$ cat src/sv/pir_pkg.sv
// Shared types, constants and byte rules for the PCI-to-ISA interrupt router.
package pir_pkg;

  localparam int unsigned LANES       = 4;
  localparam int unsigned LANE_W      = 2;
  localparam int unsigned ROWS        = 64;
  localparam int unsigned ROW_W       = 6;
  localparam int unsigned ROUTE_COUNT = 4;
  localparam int unsigned ROUTE_W     = 2;
  localparam int unsigned IRQ_W       = 4;
  localparam int unsigned SHARE_W     = ROUTE_W + IRQ_W;
  localparam int unsigned SLOT_BIAS   = 2;

  localparam logic [7:0]  ROUTE_BASE   = 8'h60;
  localparam logic [15:0] IRQ_ALLOWED  = 16'hdef8;
  localparam logic [7:0]  ROUTE_OFF    = 8'h80;
  localparam logic [7:0]  ROUTE_MASK   = 8'h8f;
  localparam logic [7:0]  TIMER_MASK   = 8'hd7;
  localparam logic [7:0]  STAT_W1C     = 8'h78;
  localparam logic [7:0]  STAT_FIXED   = 8'h02;
  localparam logic [7:0]  CMD_KEEP     = 8'h08;
  localparam logic [7:0]  CMD_FIXED    = 8'h07;
  localparam logic [7:0]  BIT0_MASK    = 8'h01;
  localparam logic [11:0] PROT_LO      = 12'h010;
  localparam logic [11:0] PROT_HI      = 12'h034;
  localparam logic [12:0] LAST_BYTE    = 13'h0ff;

  typedef enum logic [1:0] {
    REQ_WRITE = 2'd0,
    REQ_READ  = 2'd1,
    REQ_LEVEL = 2'd2,
    REQ_NONE  = 2'd3
  } req_e;

  typedef enum logic [1:0] {
    ACT_NONE  = 2'd0,
    ACT_RAISE = 2'd1,
    ACT_LOWER = 2'd2
  } act_e;

  typedef struct packed {
    logic capture;   // take the input beat, start store reads
    logic share_rd;  // read the sharing word picked by the route byte
    logic commit;    // update the stores and load the result register
  } cmd_t;

  function automatic logic [7:0] cfg_default(input logic [7:0] a);
    logic [7:0] v;
    unique case (a) inside
      8'h04:                  v = 8'h07;
      8'h07:                  v = 8'h02;
      8'h4c:                  v = 8'h4d;
      8'h4e:                  v = 8'h03;
      [8'h60:8'h63], 8'h70:   v = 8'h80;
      8'h69, 8'h78:           v = 8'h02;
      8'h76, 8'h77:           v = 8'h0c;
      8'ha0:                  v = 8'h08;
      8'ha8:                  v = 8'h0f;
      default:                v = 8'h00;
    endcase
    return v;
  endfunction

  // {write enable, stored value} for one byte written at offset a
  function automatic logic [8:0] store_rule(input logic [7:0] a, input logic [7:0] b,
                                            input logic [7:0] old);
    logic [8:0] r;
    unique case (a) inside
      8'h04:         r = {1'b1, (b & CMD_KEEP) | CMD_FIXED};
      8'h05, 8'h4f:  r = {1'b1, b & BIT0_MASK};
      8'h07:         r = {1'b1, (old & ~(b & STAT_W1C)) | STAT_FIXED};
      [8'h60:8'h63]: r = {1'b1, b & ROUTE_MASK};
      8'h6a:         r = {1'b1, b & TIMER_MASK};
      8'h80:         r = {1'b0, old};
      default:       r = {1'b1, b};
    endcase
    return r;
  endfunction

endpackage

$ cat src/sv/pir_ctrl.sv
// Sequencer for the interrupt router: accept, route lookup, commit and result hold.
module pir_ctrl (
  input  logic          clk_i,
  input  logic          rst_ni,
  input  logic          s_valid_i,
  input  pir_pkg::req_e s_kind_i,
  input  logic          m_ready_i,
  output logic          s_ready_o,
  output logic          m_valid_o,
  output pir_pkg::cmd_t cmd_o
);
  import pir_pkg::*;

  typedef enum logic [1:0] {
    ST_IDLE,
    ST_ROUTE,
    ST_DONE
  } state_e;

  state_e state_q, state_d;
  logic   m_valid_q, m_valid_d;

  always_comb begin
    cmd_o.capture  = (state_q == ST_IDLE) && s_valid_i;
    cmd_o.share_rd = (state_q == ST_ROUTE);
    cmd_o.commit   = (state_q == ST_DONE) && (!m_valid_q || m_ready_i);
  end

  always_comb begin
    state_d = state_q;
    unique case (state_q)
      ST_IDLE: begin
        if (s_valid_i) begin
          state_d = (s_kind_i == REQ_LEVEL) ? ST_ROUTE : ST_DONE;
        end
      end
      ST_ROUTE: state_d = ST_DONE;
      ST_DONE: begin
        if (cmd_o.commit) begin
          state_d = ST_IDLE;
        end
      end
      default: state_d = ST_IDLE;
    endcase
  end

  always_comb begin
    m_valid_d = m_valid_q;
    if (cmd_o.commit) begin
      m_valid_d = 1'b1;
    end else if (m_ready_i) begin
      m_valid_d = 1'b0;
    end
  end

  always_ff @(posedge clk_i or negedge rst_ni) begin
    if (!rst_ni) begin
      state_q   <= ST_IDLE;
      m_valid_q <= 1'b0;
    end else begin
      state_q   <= state_d;
      m_valid_q <= m_valid_d;
    end
  end

  assign s_ready_o = (state_q == ST_IDLE);
  assign m_valid_o = m_valid_q;

endmodule

$ cat config.mk
export PLATFORM = sky130hd
export DESIGN_NAME = pir_ctrl
export DESIGN_NICKNAME = d
export VERILOG_FILES = /design/src/sv/pir_pkg.sv /design/src/sv/pir_ctrl.sv
export SDC_FILE = /design/constraint.sdc
export NUM_CORES = 1
export LEC_CHECK = 0
export BUFFER_PORTS_ARGS = -buffer_cell sky130_fd_sc_hd__buf_2
export CAP_MARGIN = 0
export CORE_AREA = 2 2 39 41
export DETAILED_ROUTE_END_ITERATION = 8
export DIE_AREA = 0 0 41 43
export GPL_TIMING_DRIVEN = 1
export PLACE_DENSITY = 0.42
export SETUP_SLACK_MARGIN = 0.02
export SLEW_MARGIN = 40
export SYNTH_ARGS = -nofsm -noshare
export SYNTH_HDL_FRONTEND = slang
export SYNTH_SLANG_ARGS = --single-unit
$ cat constraint.sdc
create_clock -name clk_i -period 1.3 [get_ports clk_i]
set_input_delay 0.325 -clock clk_i [delete_from_list [all_inputs] [get_ports clk_i]]
set_output_delay 0.325 -clock clk_i [all_outputs]
set_load 0.02 [all_outputs]
# Word level (Yosys, flattened, before mapping)

Cells that the tools add are included.

Flip-flop bits (word level): 3
Bits of input ports: 6
Output and inout bits: 5
Word-level logic and storage cells: 20

Eq/ne operators: 5
Muxes and demuxes: 6
Reductions and logical operators: 7

Operator list:

| kind                                                                   | count |
|---|---|
| 2-bit 2-to-1 mux                                                       | 3 |
| 2-bit one-hot mux with 3 select lines                                  | 1 |
| 2-bit equality test (second input constant)                            | 2 |
| 2-bit != test (second input constant)                                  | 2 |
| 2-bit by 1-bit equality test with 1-bit output (second input constant) | 1 |
| 1-bit logical AND                                                      | 2 |
| 2-bit logical NOT                                                      | 1 |
| 1-bit 2-to-1 mux                                                       | 2 |
| 2-bit AND reduction                                                    | 1 |
| 2-bit nonzero test                                                     | 1 |
| 1-bit logical NOT                                                      | 1 |
| 1-bit logical OR                                                       | 1 |

# Logic depth before layout (Yosys ltp)

Depth in word-level cells: 5
Mapped depth: 3
Mapped depth without buffers: 3

# Worst setup path after synthesis

No wires, ideal clock.

Path type: flip-flop to output port
Start point: register state_q[1]
End point: output port cmd_o[2] (netlist name)
Arrival time: 0.876 ns
Required time: 0.975 ns
Path slack: 0.099 ns
Cell stages (with the launch flop): 3
Path buffers: 0
Cell sequence: dfrtp_1 nor2_2 and2_4

RTL lines:

| element                | RTL line       | RTL |
|---|---|---|
| from (decl)            | pir_ctrl.sv:20 | `state_e state_q, state_d;` |
| from (signal assigned) | pir_ctrl.sv:61 | `state_q <= state_d;` |
| to (decl)              | pir_ctrl.sv:10 | `output pir_pkg::cmd_t cmd_o` |

==> summary.txt <==
Yosys
  • Share of the synthesized area in the top cell type: 46.2%
  • Simple-Gate Fraction of Synth Area: 36.2%
  • Post-Syn Area per Cell: 10.2 sq um
  • Most used DFF post-synth: dfrtp_1
  • Async SR Flop Fraction: 100%
  • Biggest area consumer among synthesized cells: dfrtp_1
  • Post-synthesis cell type count: 14
  • Synthesized area: 163 sq um
  • Leading post-synthesis cells by cell area: dfrtp_1 46%, nor3b_2 7.7%, and2_4 5.4%
  • Synth Area in Compound Gates: 10.8%
  • Post-synth EDFFs: 0
  • Multiplexer share of the synthesized area: 0%
  • Register area share after synthesis: 46.2%
  • Net Count, Synth: 22
  • Post-synthesis sequential element count: 3
  • Largest family of logic cells by synthesized area: simple AND/OR/NAND/NOR gates
  • Synth Warn #: 0
  • Post-Synth Adder-Cell Area: 0%
  • Post-Synthesis Cells: 16
  • XOR/XNOR Fraction of Synth Area: 0%
  • Most numerous cell in the Yosys netlist: dfrtp_1

Routing
  • Via Count: 154
  • Vias per inst: 3.28
  • Initial DRC count: 3
  • Drt total wl: 339 um
  • Wirelength per Cell: 7.21 um
  • DRC viols: 0
  • Final ANT Viol Nets: 0
  • Router iterations before antenna repair: 3

Clocking
  • # clock sinks: 3
  • CTS Buf Count: 3
  • Clock root cell: clkbuf_4
  • Worst-Skew Late Latency: 0.23 ns
  • CTS tree: yes
  • Clock Pin Slew Worst Setup and Hold Paths: 0.03 ns
  • CTS Buffer Depth: 2
  • H-Tree Depth: 1

GRT
  • Total GRT Usage: 4.63%
  • GR Overflow Total: 0
  • Largest net degree at the start of global routing: 5
  • Initial antenna violation count: 0
  • Vias in the first global route: 145
  • First-pass GRT wire length: 462 um

Placement
  • Post-DP HPWL: 256 um
  • Input/output buffers: 10
  • GP Congestion: 0.542
  • Dpl ws: 0.0693 ns
  • Cell Area, Placed: 225 sq um

Pwr
  • Pwr Density: 2180 nW/um^2
  • Peak supply drop: 0.000308 V
  • Leak: 0.000146 uW
  • Pwr Total: 634 uW

Critical path
  • CP Launch Type: flop
  • CP Class: flop to output pin
  • CP required: 0.98 ns
  • CP Max Fanout: 4
  • Worst Setup End Kind: output pin
  • Crit path arrival time: 1.13 ns

Hold path
  • Hold Path Class: input port to flop

Die
  • Starting Density: 11.8%
  • I/O Pins: 11
  • Die X: 41 um
  • Die Y: 43 um
  • Die area: 1760 sq um
  • Core Region: 1380 sq um
  • Num rows: 14

Outcome
  • Failing checks: negative setup slack
  • Status: complete, but fails checks

Timing
  • Setup TNS: -0.279 ns
  • Worst Tran Pin Value: 0.165 ns
  • Final Max Slew Viols: 0
  • RSZ-0062 raised after global routing: yes
  • Final Skew: 0.000356 ns
  • Fin crit share: 112%
  • Worst setup margin: -0.153 ns
  • Final Hold Viols: 0
  • Fmax: 688 MHz
  • Final setup fails: 3
  • Slew headroom: 88.9%
  • Final min period: 1.45 ns

Cells and area
  • Layout cells sized above 1: 54.8%
  • Fin nets: 38
  • Layout area overhead: 78.5%
  • Ant diodes: 0
  • # fillers: 152
  • Design Area, Final: 290 sq um

Flow run
  • Number of max-cap violations: 0
==> registers in the layout, indices dropped and copies added, names as in the netlist <==
name and flops:
m_valid_o 1, state_q 2
==> worst paths after layout <==
path                                   startpoint                      to  slack, ns  cells after the start
max reg2reg                state_q[0]$_DFFE_PN0P_  state_q[0]$_DFFE_PN0P_       0.35                      3
min                                   s_kind_i[0]  state_q[0]$_DFFE_PN0P_       0.27                      2
min in group asynchronous                  rst_ni  state_q[0]$_DFFE_PN0P_       0.42                      2
min reg2reg                 m_valid_o$_DFFE_PN0P_   m_valid_o$_DFFE_PN0P_       0.52                      2
max in group asynchronous                  rst_ni  state_q[1]$_DFFE_PN0P_       0.78                      2
max                        state_q[0]$_DFFE_PN0P_                cmd_o[0]      -0.15                      3
==> power by group <==
group,internal [uW],switching [uW]
Clock,115,43.9
Sequential,128,24.3
Combinational,166,156
==> placed cells by master (no fill, tap or decap) <==
master	instances
dlygate4sd3_1	1
nor2b_1	1
o21ai_0	1
dfrtp_1	3
nor3b_2	1
inv_1	1
nand2_1	1
or2b_1	1
buf_4	2
o21a_1	1
and2b_1	1
nand2b_1	1
clkbuf_1	1
a21oi_1	1
buf_6	3
and2_4	1
nor2_2	1
buf_2	6
clkbuf_4	3
==> worst max-delay path, cell delays in order (launching register included) <==
cell and delay (ns):
dfrtp_1 0.40, or2b_1 0.24, nor2b_1 0.11, buf_4 0.15
==> kinds of logic after synthesis <==
family                 count (synthesis)
AND/OR/NAND/NOR                        8
flip-flops                             3
AO/OA/AOI/OAI                          3
buffers and inverters                  2
==> layout make-up <==
class	instances	area, sq um	area share (%)
Clock buffer	4	26.3	9.05
Inverter	1	3.75	1.29
Multi-Input combinational cell	11	76.3	26.3
Sequential cell	3	75.1	25.9
Tap cell	16	20.0	6.90
Timing Repair Buffer	12	88.8	30.6
==> through the flow <==
stage	std cells	hold slack (ns)	utilization (%)
floorplan	16	0.0294	-
global placement	41	0.126	16.3
detailed placement	41	0.125	16.3
CTS	46	0.262	20.2
global route	47	0.258	21.0
finish	47	0.269	21.0
==> routing by layer <==
layer | global-route usage [%] | part of all wire [%] | vias up
met2 | 6.88 | 55 | 5
met3 | 1.57 | 7.1 | 0
li1 | - | - | 81
met4 | 8.00 | 0 | 0
met5 | 0 | 0 | -
met1 | 2.91 | 38 | 68
==> repair_timing <==
item | CTS | global route
buffers inserted | 0 | 1
gates resized for setup | 6 | 1
gates cloned | 0 | 0
hold endpoints to repair | 3 | 0
pin swaps | 0 | 2
endpoints found under the setup margin | 4 | 4
hold buffers | 1 | 0
(Power assumes the default switching activity.)
